<file path="config.mk">
export PLATFORM = sky130hd
export DESIGN_NAME = target_matching_message_queue
export DESIGN_NICKNAME = d
export VERILOG_FILES = /design/src/hdl/tmq_pkg.sv /design/src/hdl/target_matching_message_queue.sv
export VERILOG_INCLUDE_DIRS = /design/src /design/src/hdl
export SDC_FILE = /design/constraint.sdc
export NUM_CORES = 1
export LEC_CHECK = 0
export BUFFER_PORTS_ARGS = -buffer_cell sky130_fd_sc_hd__buf_4
export CAP_MARGIN = 20
export CORE_ASPECT_RATIO = 1.75
export CORE_MARGIN = 3
export CORE_UTILIZATION = 56
export DETAILED_ROUTE_END_ITERATION = 10
export GPL_ROUTABILITY_DRIVEN = 0
export PLACE_DENSITY = 0.82
export RECOVER_POWER = 100
export SYNTH_ARGS = -nofsm -noshare
export SYNTH_HDL_FRONTEND = slang
export SYNTH_SLANG_ARGS = --single-unit
</file>
<file path="constraint.sdc">
create_clock -name i_clk -period 7.42 [get_ports i_clk]
set_input_delay 0.742 -clock i_clk [delete_from_list [all_inputs] [get_ports i_clk]]
set_output_delay 0.742 -clock i_clk [all_outputs]
set_load 0.005 [all_outputs]
</file>
<file path="src/hdl/target_matching_message_queue_defines.svh">
// Assertion macros shared by the target matching message queue RTL.
`ifndef TARGET_MATCHING_MESSAGE_QUEUE_DEFINES_SVH
`define TARGET_MATCHING_MESSAGE_QUEUE_DEFINES_SVH
`ifndef SYNTHESIS
// Same-cycle implication checked at every clock edge outside reset.
`define TMQ_ASSERT_IMP(label, ante, cons) \
    label: assert property (@(posedge i_clk) disable iff (!i_rst_n) (ante) |-> (cons)) \
        else $error("tmq assertion failed");
// Next-cycle implication checked at every clock edge outside reset.
`define TMQ_ASSERT_NEXT(label, ante, cons) \
    label: assert property (@(posedge i_clk) disable iff (!i_rst_n) (ante) |=> (cons)) \
        else $error("tmq assertion failed");
`else
`define TMQ_ASSERT_IMP(label, ante, cons)
`define TMQ_ASSERT_NEXT(label, ante, cons)
`endif
`endif

</file>
<file path="src/hdl/tmq_pkg.sv">
// Types and constants for the target matching message queue.
package tmq_pkg;

    // Operation codes carried in the request.
    localparam logic [1:0] OP_ADD  = 2'd0;
    localparam logic [1:0] OP_PEEK = 2'd1;
    localparam logic [1:0] OP_POP  = 2'd2;

    // Control states of the sequencer.
    typedef enum logic [1:0] {
        S_IDLE,
        S_SCAN,
        S_SHIFT,
        S_DONE
    } t_state;

    // One request.
    typedef struct packed {
        logic [1:0]         op;
        logic signed [31:0] dest_id;
        logic [1:0]         target_kind;
        logic [31:0]        payload_word;
    } t_req;

    // One response.
    typedef struct packed {
        logic               found;
        logic               failed;
        logic signed [31:0] out_id;
        logic [1:0]         out_kind;
        logic [31:0]        out_payload;
        logic [4:0]         total_count;
        logic [4:0]         id_count;
    } t_rsp;

endpackage

</file>
<file path="src/hdl/target_matching_message_queue.sv">
// Target matching message queue: ordered message store with id search and pop.
//
// Usage: requests enter on i_req_valid/o_req_ready and carry an op (add, peek,
// pop), a target id, a kind and a payload word. Each request gives exactly one
// response on o_rsp_valid/i_rsp_ready with the returned message, found and
// failed flags, the message count and the count for the requested id.
// Every request scans the stored messages through the memory's read port, one
// entry per cycle through a registered read, before its response enters the
// output register. A pop that removes a message which is not the newest then
// closes the gap, since the same port moves each later message down one place,
// one at a time. One request is in work at a time, and the next one is taken
// the cycle after a response enters the output register.
// A finished response waits in the output register; the block takes the next
// request while it waits, and holds a later result internally until the
// output register is free, so a stalled receiver stops the block cleanly.
// Reset empties the store at once by clearing the fill level; memory contents
// are not cleared and entries above the fill level are never read.
module target_matching_message_queue
    import tmq_pkg::*;
#(
    parameter int DEPTH        = 16,
    parameter int PAYLOAD_BITS = 32
) (
    input  logic i_clk,
    input  logic i_rst_n,
    input  logic i_req_valid,
    output logic o_req_ready,
    input  t_req i_req,
    output logic o_rsp_valid,
    input  logic i_rsp_ready,
    output t_rsp o_rsp
);

`include "target_matching_message_queue_defines.svh"

    localparam int AW = (DEPTH > 1) ? $clog2(DEPTH) : 1;
    localparam int CW = $clog2(DEPTH + 1);
    localparam int PW = PAYLOAD_BITS;

    typedef struct packed {
        logic [31:0]   id;
        logic [1:0]    kind;
        logic [PW-1:0] pay;
    } t_entry;

    // Message memory and its ports.
    t_entry          mem [DEPTH];
    t_entry          r_rd_data;
    logic            mem_re;
    logic [AW-1:0]   mem_raddr;
    logic            mem_we;
    logic [AW-1:0]   mem_waddr;
    t_entry          mem_wdata;

    // Control and working registers.
    t_state          r_state, n_state;
    t_req            r_req, n_req;
    logic [CW-1:0]   r_fill, n_fill;
    logic [CW-1:0]   r_iss, n_iss;
    logic            r_rd_vld, n_rd_vld;
    logic [AW-1:0]   r_rd_idx, n_rd_idx;
    logic [CW-1:0]   r_cnt, n_cnt;
    logic            r_hit_vld, n_hit_vld;
    logic [AW-1:0]   r_hit_idx, n_hit_idx;
    t_entry          r_hit, n_hit;
    t_entry          r_first, n_first;
    t_rsp            r_res, n_res;
    logic            r_out_vld, n_out_vld;
    t_rsp            r_out, n_out;

    logic            scan_done;
    logic            out_free;

    assign o_req_ready = (r_state == S_IDLE);
    assign o_rsp_valid = r_out_vld;
    assign o_rsp       = r_out;
    assign scan_done   = (r_iss == r_fill) && !r_rd_vld;
    assign out_free    = !r_out_vld || i_rsp_ready;

    // Memory: one write and one registered read per cycle.
    always_ff @(posedge i_clk) begin
        if (mem_we) begin
            mem[mem_waddr] <= mem_wdata;
        end
        if (mem_re) begin
            r_rd_data <= mem[mem_raddr];
        end
    end

    // Control registers.
    always_ff @(posedge i_clk) begin
        if (!i_rst_n) begin
            r_state   <= S_IDLE;
            r_fill    <= '0;
            r_iss     <= '0;
            r_rd_vld  <= 1'b0;
            r_cnt     <= '0;
            r_hit_vld <= 1'b0;
            r_out_vld <= 1'b0;
        end else begin
            r_state   <= n_state;
            r_fill    <= n_fill;
            r_iss     <= n_iss;
            r_rd_vld  <= n_rd_vld;
            r_cnt     <= n_cnt;
            r_hit_vld <= n_hit_vld;
            r_out_vld <= n_out_vld;
        end
    end

    // Payload registers.
    always_ff @(posedge i_clk) begin
        r_req     <= n_req;
        r_rd_idx  <= n_rd_idx;
        r_hit_idx <= n_hit_idx;
        r_hit     <= n_hit;
        r_first   <= n_first;
        r_res     <= n_res;
        r_out     <= n_out;
    end

    // Sequencer: scan, decide, close the gap, hand over the response.
    always_comb begin
        n_state   = r_state;
        n_req     = r_req;
        n_fill    = r_fill;
        n_iss     = r_iss;
        n_rd_vld  = 1'b0;
        n_rd_idx  = r_rd_idx;
        n_cnt     = r_cnt;
        n_hit_vld = r_hit_vld;
        n_hit_idx = r_hit_idx;
        n_hit     = r_hit;
        n_first   = r_first;
        n_res     = r_res;
        n_out_vld = r_out_vld;
        n_out     = r_out;
        mem_re    = 1'b0;
        mem_raddr = r_iss[AW-1:0];
        mem_we    = 1'b0;
        mem_waddr = r_fill[AW-1:0];
        mem_wdata = '{id: r_req.dest_id, kind: r_req.target_kind,
                      pay: PW'(r_req.payload_word)};

        // The output register drains independently of the sequencer.
        if (r_out_vld && i_rsp_ready) begin
            n_out_vld = 1'b0;
        end

        case (r_state)
            S_IDLE: begin
                if (i_req_valid) begin
                    n_req     = i_req;
                    n_iss     = '0;
                    n_cnt     = '0;
                    n_hit_vld = 1'b0;
                    n_state   = S_SCAN;
                end
            end

            S_SCAN: begin
                // Issue the next read while entries remain.
                if (r_iss != r_fill) begin
                    mem_re   = 1'b1;
                    n_rd_vld = 1'b1;
                    n_rd_idx = r_iss[AW-1:0];
                    n_iss    = r_iss + CW'(1);
                end
                // Inspect the entry read in the previous cycle.
                if (r_rd_vld) begin
                    if (r_rd_data.id == r_req.dest_id) begin
                        n_cnt = r_cnt + CW'(1);
                        if (!r_hit_vld) begin
                            n_hit_vld = 1'b1;
                            n_hit_idx = r_rd_idx;
                            n_hit     = r_rd_data;
                        end
                    end
                    if (r_rd_idx == '0) begin
                        n_first = r_rd_data;
                    end
                end
                // All entries seen: apply the operation and form the response.
                if (scan_done) begin
                    n_res   = '0;
                    n_state = S_DONE;
                    case (r_req.op)
                        OP_ADD: begin
                            if (r_fill == CW'(DEPTH)) begin
                                n_res.failed = 1'b1;
                            end else begin
                                mem_we = 1'b1;
                                n_fill = r_fill + CW'(1);
                                n_cnt  = r_cnt + CW'(1);
                            end
                        end
                        OP_PEEK, OP_POP: begin
                            if (r_fill == '0) begin
                                n_res.failed = 1'b1;
                            end else if (r_hit_vld) begin
                                n_res.found       = 1'b1;
                                n_res.out_id      = $signed(r_hit.id);
                                n_res.out_kind    = r_hit.kind;
                                n_res.out_payload = 32'(r_hit.pay);
                                if (r_req.op == OP_POP) begin
                                    n_fill = r_fill - CW'(1);
                                    n_cnt  = r_cnt - CW'(1);
                                    if (CW'(r_hit_idx) + CW'(1) < r_fill) begin
                                        n_iss   = CW'(r_hit_idx) + CW'(1);
                                        n_state = S_SHIFT;
                                    end
                                end
                            end else begin
                                n_res.out_id      = $signed(r_first.id);
                                n_res.out_kind    = r_first.kind;
                                n_res.out_payload = 32'(r_first.pay);
                            end
                        end
                        default: begin
                        end
                    endcase
                    n_res.total_count = 5'(n_fill);
                    n_res.id_count    = 5'(n_cnt);
                end
            end

            S_SHIFT: begin
                // Read each later entry and write it one place lower.
                if (r_iss <= r_fill) begin
                    mem_re   = 1'b1;
                    n_rd_vld = 1'b1;
                    n_rd_idx = r_iss[AW-1:0];
                    n_iss    = r_iss + CW'(1);
                end
                if (r_rd_vld) begin
                    mem_we    = 1'b1;
                    mem_waddr = r_rd_idx - AW'(1);
                    mem_wdata = r_rd_data;
                end
                if ((r_iss > r_fill) && !r_rd_vld) begin
                    n_state = S_DONE;
                end
            end

            S_DONE: begin
                if (out_free) begin
                    n_out     = r_res;
                    n_out_vld = 1'b1;
                    n_state   = S_IDLE;
                end
            end

            default: begin
                n_state = S_IDLE;
            end
        endcase
    end

    // Checks on the sequencer.
    `TMQ_ASSERT_IMP(a_fill_bound, 1'b1, r_fill <= CW'(DEPTH))
    `TMQ_ASSERT_NEXT(a_accept_starts_scan, i_req_valid && o_req_ready,
                     r_state == S_SCAN && r_cnt == '0 && !r_hit_vld)
    `TMQ_ASSERT_IMP(a_shift_write_range, r_state == S_SHIFT && mem_we,
                    mem_waddr >= r_hit_idx && CW'(mem_waddr) < r_fill)
    `TMQ_ASSERT_NEXT(a_done_loads_output, r_state == S_DONE && out_free,
                     r_out_vld && r_state == S_IDLE)
    `TMQ_ASSERT_IMP(a_hit_counted, r_state == S_SCAN && r_hit_vld, r_cnt != '0)

endmodule

</file>
==> metrics.md, run 1 <==
| Metric | Value |
|---|---|
| Status | finished with violations |
| Violated checks | capacitance limit, slew limit |
| Cells after Synth | 2509 |
| Mean Syn Cell Area | 22.73 um2 |
| Mapped Nets | 2605 |
| Synthesized area | 57020 um2 |
| Largest net degree at the start of global routing | 149 |
| Least-Margin Pin Slew | 3.954 ns |
| P_leak | 19.37 nW |
| # setup viols final | 0 |
| Die Ht | 428.1 um |
| Sequential area share after synthesis | 0.7896 |
| Via density | 6.679 |
| Fmax | 156.9 MHz |
| Critical path's slowest cell | dfxtp_1 |
| Hold-fix buffers, CTS | 0 |
| Vias in the first global route | 28420 |
| Nets | 2818 |
| Setup crit end kind | register |
| CP top delay family | simple AND/OR/NAND/NOR gates |
| Hold Path End | r_req[48] |
| Max Buffers Root-to-Sink | 3 |
| Ys async rst share | 0 |
| Wire length per cell | 34.42 um |
| Clk_lat worst skew | 0.73 ns |
| WP buf/inv | 1 |
| Crit Reg-Reg Endpoint | mem[5][28] |
| Synth unique cells | 64 |
| First-pass GRT wire length | 204.4 mm |
| Maxcap violations | 22 |
| Commonest cells post-synth | edfxtp_1 (1486), mux4_2 (330), nor2_1 (99) |
| Period Utilization, post-route | 0.8587 |
| Crit Reg-Reg Startpoint | r_iss[3] |
| Top FF cell, synth | edfxtp_1 |
| Final ANT Viol Nets | 0 |
| H-tree depth | 3 |
| Slew headroom | -1.636 |
| Port bufs | 151 |
| Hold WC Path Type | in2reg |
| RSZ-0062 raised after global routing | no |
| Residual DRC | 0 |
| Vias | 27720 |
| Grt total ovfl | 0 |
| Synth warn | 0 |
| First-pass DRT Iterations | 6 |
| Crit path max fanout | 31 |
| Detail Placement HPWL | 77.73 mm |
| WL final | 142.9 mm |
| Root buffer cell | clkbuf_16 |
| Clk_skew | 0.02970 ns |
| Largest area contributor in the netlist | edfxtp_1 |
| Core area | 100800 um2 |
| Slowest stage delay, CP | 1.63 ns |
| CP startpoint kind | register |
| Initial Utilization | 0.5658 |
| R2R Setup Slk | 1.05 ns |
| CTS tree | done |
| Fin crit period | 6.372 ns |
| DIE WIDTH | 247.2 um |
| Row count | 154 |
| Worst hold path stage count | 1 |
| # IOs | 152 |
| Final hold vios | 0 |
| Drt first-iter violations | 3967 |
| Area Overhead vs Synth | 11.75% |
| CP arrival | 6.70 ns |
| Ranking of synthesized cells by area | edfxtp_1 (78%), mux4_2 (13%), mux2_2 (1.4%) |
| EDFF count, synth | 1486 |
| Layout cells sized above 1 | 0.2408 |
| Count of state elements after synthesis | 1506 |
| Hold_sp | i_req[48] |
| Pins Over Slew Limit | 693 |
| Cts bufs inserted | 117 |
| Worst path cell trace | ha_1 -> nand3_1 -> or4_1 -> o21ai_0 -> nor3b_1 -> nand2b_1 -> nor2_4 -> clkbuf_1 |
| Die Area | 105800 um2 |
| Synth top area share | 0.7826 |
| Pwr dens | 296.4 nW/um2 |
| Initial antenna violation count | 4 |
| Clock sink count | 1506 |
| Final Core Density | 0.6323 |
| Setup TNS | 0 ns |
| Most common cell in the synthesized netlist | edfxtp_1 |
| Total Routing Usage GR | 0.2712 |
| Clock slew at reported path FFs | 0.07 ns |
| CTS resizes | 0 |
| Crit Path Category | reg2reg |
| Worst vdd ir | 0.2012 mV |
| # Post-CTS Setup Buffers | 0 |
| CP Data Required Time | 7.75 ns |
| Reg2reg path depth | 8 |
area by class of cell:
class	count	area [um2]
diodes	4	10.01
clock buffers	142	3104
clock inverters	75	933.4
fillers	6182	37060
inverters	24	92.59
multi-input cells	865	11480
flip-flops and latches	1506	45040
well taps	1326	1659
repair buffers	208	1396
per-layer routing:
layer  wire length, um  GRT usage  up-vias  part of all wire
li1                  -          -    10870                 -
met1             46730     0.3526    14280              0.33
met2             74180     0.4538     2180              0.52
met3             14710    0.04671      393              0.10
met4              7243     0.1206        0             0.051
met5                 0          0        -                 0
worst register-to-register path, delay by kind of cell, from the launching register on:
kind            cells  cell delay (ns)
compound gates      1             0.59
flops               1             1.63
fa+ha+maj           1             0.34
buf+inv             1             1.18
simple gates        5             2.22
cell families (layout without fill, tap and decap cells):
family          count (synthesis)  after routing  share of synthesized area
xor+xnor                       46             46                   0.007066
compound gates                 97             97                    0.01108
buf+inv                       138            449                   0.009919
fa+ha+maj                      24             24                   0.005267
flops                        1506           1506                     0.7896
other cells                     0              4                          0
mux                           477            477                     0.1578
simple gates                  221            221                    0.01929
metrics by stage:
step	instances	total power [W]	cell area, um2	setup slack (ns)	hold WS, ns
2_1_floorplan	2509	0.01156	57020	0.2627	0.4003
3_3_place_gp	3918	0.01221	59880	2.438	0.4010
3_5_place_dp	3924	0.01231	60030	2.523	0.4045
4_1_cts	4141	0.01893	64060	2.240	0.1426
5_1_grt	4147	0.01939	63710	1.026	0.1879
6_report	4150	0.01889	63720	1.048	0.2120
how the worst max path moves through the flow:
stage,startpoint,end,slack (ns),depth (start not counted)
after detailed placement,r_iss[0],mem[14][41],2.52,9
after floorplan,r_rd_data[39],r_hit[0],0.26,5
final,r_iss[3],mem[5][28],1.05,8
after global routing,r_iss[0],r_rd_data[59],1.03,4
after global placement,r_iss[0],mem[5][43],2.44,9
after CTS,r_iss[0],mem[11][49],2.24,9
cells in the final DEF (no fill, tap or decap), types with 8 or more instances in the layout:
| cell | synthesis | routed |
|---|---|---|
| edfxtp_1 | 1486 | 1486 |
| mux4_2 | 330 | 330 |
| clkbuf_16 | 0 | 119 |
| clkbuf_4 | 0 | 96 |
| clkbuf_1 | 70 | 89 |
| nor2_1 | 99 | 87 |
| mux2i_1 | 74 | 74 |
| mux2_1 | 4 | 70 |
| nand2_1 | 31 | 31 |
| xnor2_1 | 30 | 30 |
| buf_4 | 1 | 30 |
| a21oi_1 | 28 | 28 |
| ha_1 | 24 | 24 |
| clkinv_2 | 0 | 22 |
| inv_1 | 23 | 21 |
| bufinv_16 | 0 | 20 |
| nand3_1 | 16 | 16 |
| xor2_1 | 16 | 16 |
| dfxtp_1 | 20 | 16 |
| o21ai_0 | 11 | 15 |
| clkinv_1 | 0 | 13 |
| nor3_1 | 13 | 12 |
| nor2_4 | 0 | 12 |
| clkinvlp_4 | 0 | 10 |
| o22ai_1 | 9 | 9 |
| nand4_1 | 9 | 9 |
| and3_1 | 8 | 8 |
where the power goes:
group          switching, W  leakage (nW)  internal [W]
combinational       0.00130          3.81      0.000544
sequential         0.000199          13.6        0.0101
clock               0.00302          1.96       0.00369
sequential cells by signal, summed over array words and instances, names as in the netlist:
name	count
mem	1056
o_rsp	78
r_res	78
r_req	68
r_first	66
r_hit	66
r_rd_data	66
r_cnt	5
r_fill	5
r_iss	5
r_hit_idx	4
r_rd_idx	4
r_state	2
o_rsp_valid	1
r_hit_vld	1
r_rd_vld	1
No activity file was read; power rests on OpenSTA's default activity.
==> run 2: changes to the inputs <==
--- a/config.mk
+++ b/config.mk
@@ -10,10 +10,10 @@
 export CAP_MARGIN = 20
 export CORE_ASPECT_RATIO = 1.75
 export CORE_MARGIN = 3
-export CORE_UTILIZATION = 56
+export CORE_UTILIZATION = 62
 export DETAILED_ROUTE_END_ITERATION = 10
 export GPL_ROUTABILITY_DRIVEN = 0
-export PLACE_DENSITY = 0.82
+export PLACE_DENSITY = 0.85
 export RECOVER_POWER = 100
 export SYNTH_ARGS = -nofsm -noshare
 export SYNTH_HDL_FRONTEND = slang
==> constraint.sdc (replaced) <==
create_clock -name i_clk -period 6.8 [get_ports i_clk]
set_input_delay 0.68 -clock i_clk [delete_from_list [all_inputs] [get_ports i_clk]]
set_output_delay 0.68 -clock i_clk [all_outputs]
set_load 0.005 [all_outputs]
==> metrics.md, run 2 (synthesized netlist as in run 1, its figures left out) <==
| Metric | Value |
|---|---|
| Max Buffers Root-to-Sink | 3 (unchanged) |
| Worst Setup Slack, final | 0.6802 ns (was 1.048 ns) |
| Worst path cell trace | ha_1 -> nand3_1 -> or4_1 -> o21ai_0 -> nor3b_1 -> nand2_1 -> nor2_4 -> clkbuf_1 -> buf_16 (was ha_1 -> nand3_1 -> or4_1 -> o21ai_0 -> nor3b_1 -> nand2b_1 -> nor2_4 -> clkbuf_1) |
| Detail Placement HPWL | 86.69 mm (was 77.73 mm) |
| Total chip power | 0.02069 W (was 0.01889 W) |
| CP top delay family | simple AND/OR/NAND/NOR gates (unchanged) |
| FF/Latch Area | 45040 um2 (unchanged) |
| Area Overhead vs Synth | 11.55% (was 11.75%) |
| # Post-CTS Setup Buffers | 0 (unchanged) |
| Clk_lat worst skew | 0.75 ns (was 0.73 ns) |
| Die Ht | 407.2 um (was 428.1 um) |
| Crit Reg-Reg Startpoint | r_iss[3] (unchanged) |
| WP buf/inv | 2 (was 1) |
| CP Data Required Time | 7.17 ns (was 7.75 ns) |
| Hold_sp | i_req[8] (was i_req[48]) |
| Row count | 146 (was 154) |
| Status | finished with violations (unchanged) |
| Grt total ovfl | 0 (unchanged) |
| Commonest non-fill, non-tap cell in the layout | edfxtp_1 (unchanged) |
| # setup viols final | 0 (unchanged) |
| First-pass DRT Iterations | 6 (unchanged) |
| Fill count | 4868 (was 6182) |
| Die Area | 95780 um2 (was 105800 um2) |
| Largest Register | mem (unchanged) |
| Setup TNS | 0 ns (unchanged) |
| R2R Setup Slk | 0.68 ns (was 1.05 ns) |
| CP startpoint | r_iss[3] (unchanged) |
| Final hold vios | 0 (unchanged) |
| Worst vdd ir | 0.2549 mV (was 0.2012 mV) |
| CTS tree | done (unchanged) |
| Clock sink count | 1506 (unchanged) |
| Drt first-iter violations | 4994 (was 3967) |
| Cts bufs inserted | 118 (was 117) |
| Commonest non-fill, non-tap cells in the layout | edfxtp_1 (1486), mux4_2 (330), clkbuf_16 (120), clkbuf_4 (107), nor2_1 (84) (was edfxtp_1 (1486), mux4_2 (330), clkbuf_16 (119), clkbuf_4 (96), clkbuf_1 (89)) |
| Slowest stage delay, CP | 1.08 ns (was 1.63 ns) |
| Critical path's slowest cell | clkbuf_1 (was dfxtp_1) |
| WL final | 159.7 mm (was 142.9 mm) |
| Final non-filler cell total | 4022 (was 4150) |
| Fin crit period | 6.120 ns (was 6.372 ns) |
| Wire length per cell | 39.70 um (was 34.42 um) |
| First-pass GRT wire length | 220.3 mm (was 204.4 mm) |
| P_leak | 19.41 nW (was 19.37 nW) |
| H-tree depth | 3 (unchanged) |
| Initial antenna violation count | 8 (was 4) |
| Vias | 29250 (was 27720) |
| Via density | 7.271 (was 6.679) |
| Vias in the first global route | 29170 (was 28420) |
| Period Utilization, post-route | 0.9000 (was 0.8587) |
| Hold slack | 0.1312 ns (was 0.2120 ns) |
| Initial Utilization | 0.6280 (was 0.5658) |
| DP Cell Count | 3776 (was 3924) |
| Hold-fix buffers, CTS | 0 (unchanged) |
| Fmax | 163.4 MHz (was 156.9 MHz) |
| DIE WIDTH | 235.2 um (was 247.2 um) |
| # IOs | 152 (unchanged) |
| Maxcap violations | 16 (was 22) |
| Final ANT Viol Nets | 0 (unchanged) |
| CP arrival | 6.49 ns (was 6.70 ns) |
| Root buffer cell | clkbuf_16 (unchanged) |
| Clk_skew | 0.04720 ns (was 0.02970 ns) |
| Port bufs | 151 (unchanged) |
| Crit path max fanout | 47 (was 31) |
| Dpl ws | 1.842 ns (was 2.523 ns) |
| Setup crit end kind | register (unchanged) |
| Total Routing Usage GR | 0.3253 (was 0.2712) |
| CP startpoint kind | register (unchanged) |
| CTS resizes | 0 (unchanged) |
| Residual DRC | 0 (unchanged) |
| Nets | 2821 (was 2818) |
| Slew headroom | -2.158 (was -1.636) |
| Largest net degree at the start of global routing | 129 (was 149) |
| Core area | 90790 um2 (was 100800 um2) |
| Least-Margin Pin Slew | 4.737 ns (was 3.954 ns) |
| Layout cells sized above 1 | 0.2458 (was 0.2408) |
| Area of the multi-input gates | 11500 um2 (was 11480 um2) |
| Crit Path Category | reg2reg (unchanged) |
| Hold WC Path Type | in2reg (unchanged) |
| Violated checks | capacitance limit, slew limit (unchanged) |
| Max reg flops | 1056 (unchanged) |
| Pwr dens | 325.3 nW/um2 (was 296.4 nW/um2) |
| Pins Over Slew Limit | 640 (was 693) |
| Clock slew at reported path FFs | 0.09 ns (was 0.07 ns) |
| RSZ-0062 raised after global routing | no (unchanged) |
-- run 2: cell types whose count changed in the layout (fill, tap and decap cells not counted), sizes merged --
cell          before  now
clkinv            39   58
clkinvlp          12    8
bufinv            20   14
clkbuf           312  308
buf               37   40
diode              4   11
dlymetal6s4s       1    0
-- run 2: through the flow --
step	cell area, um2	util
floorplan	57030	-
global route	63580	0.7003
CTS	63670	0.7012
finish	63610	0.7006
global placement	59700	0.6575
detailed placement	59750	0.6581
-- run 2: layout make-up --
type,instances,share of cell area
antenna,11,0.0004328
clock buffer,138,0.04843
clock inverter,84,0.01320
inverter,24,0.001456
multi-input combinational,865,0.1808
sequential,1506,0.7081
tap,1184,0.02329
timing repair buffer,210,0.02429
-- run 2: path summary, 6_finish.rpt --
check,to,cells after the start
setup / recovery,mem[13][26],9
hold / removal,r_req[8],1
setup reg to reg,mem[13][26],9
hold reg to reg,o_rsp[8],0
-- run 2: where the power goes --
part / switching (W) / internal, W
clock: 0.00335 / 0.00380
combinational: 0.00158 / 0.000598
sequential: 0.000289 / 0.0111
total: 0.00523 / 0.0155
-- run 2: routing by layer --
layer	wire length, um	vias up	GRT usage
met4	11800	8	0.1700
met3	19350	594	0.05855
met2	79850	2900	0.5393
met5	48	-	0
met1	48620	14830	0.4187
li1	-	10910	-
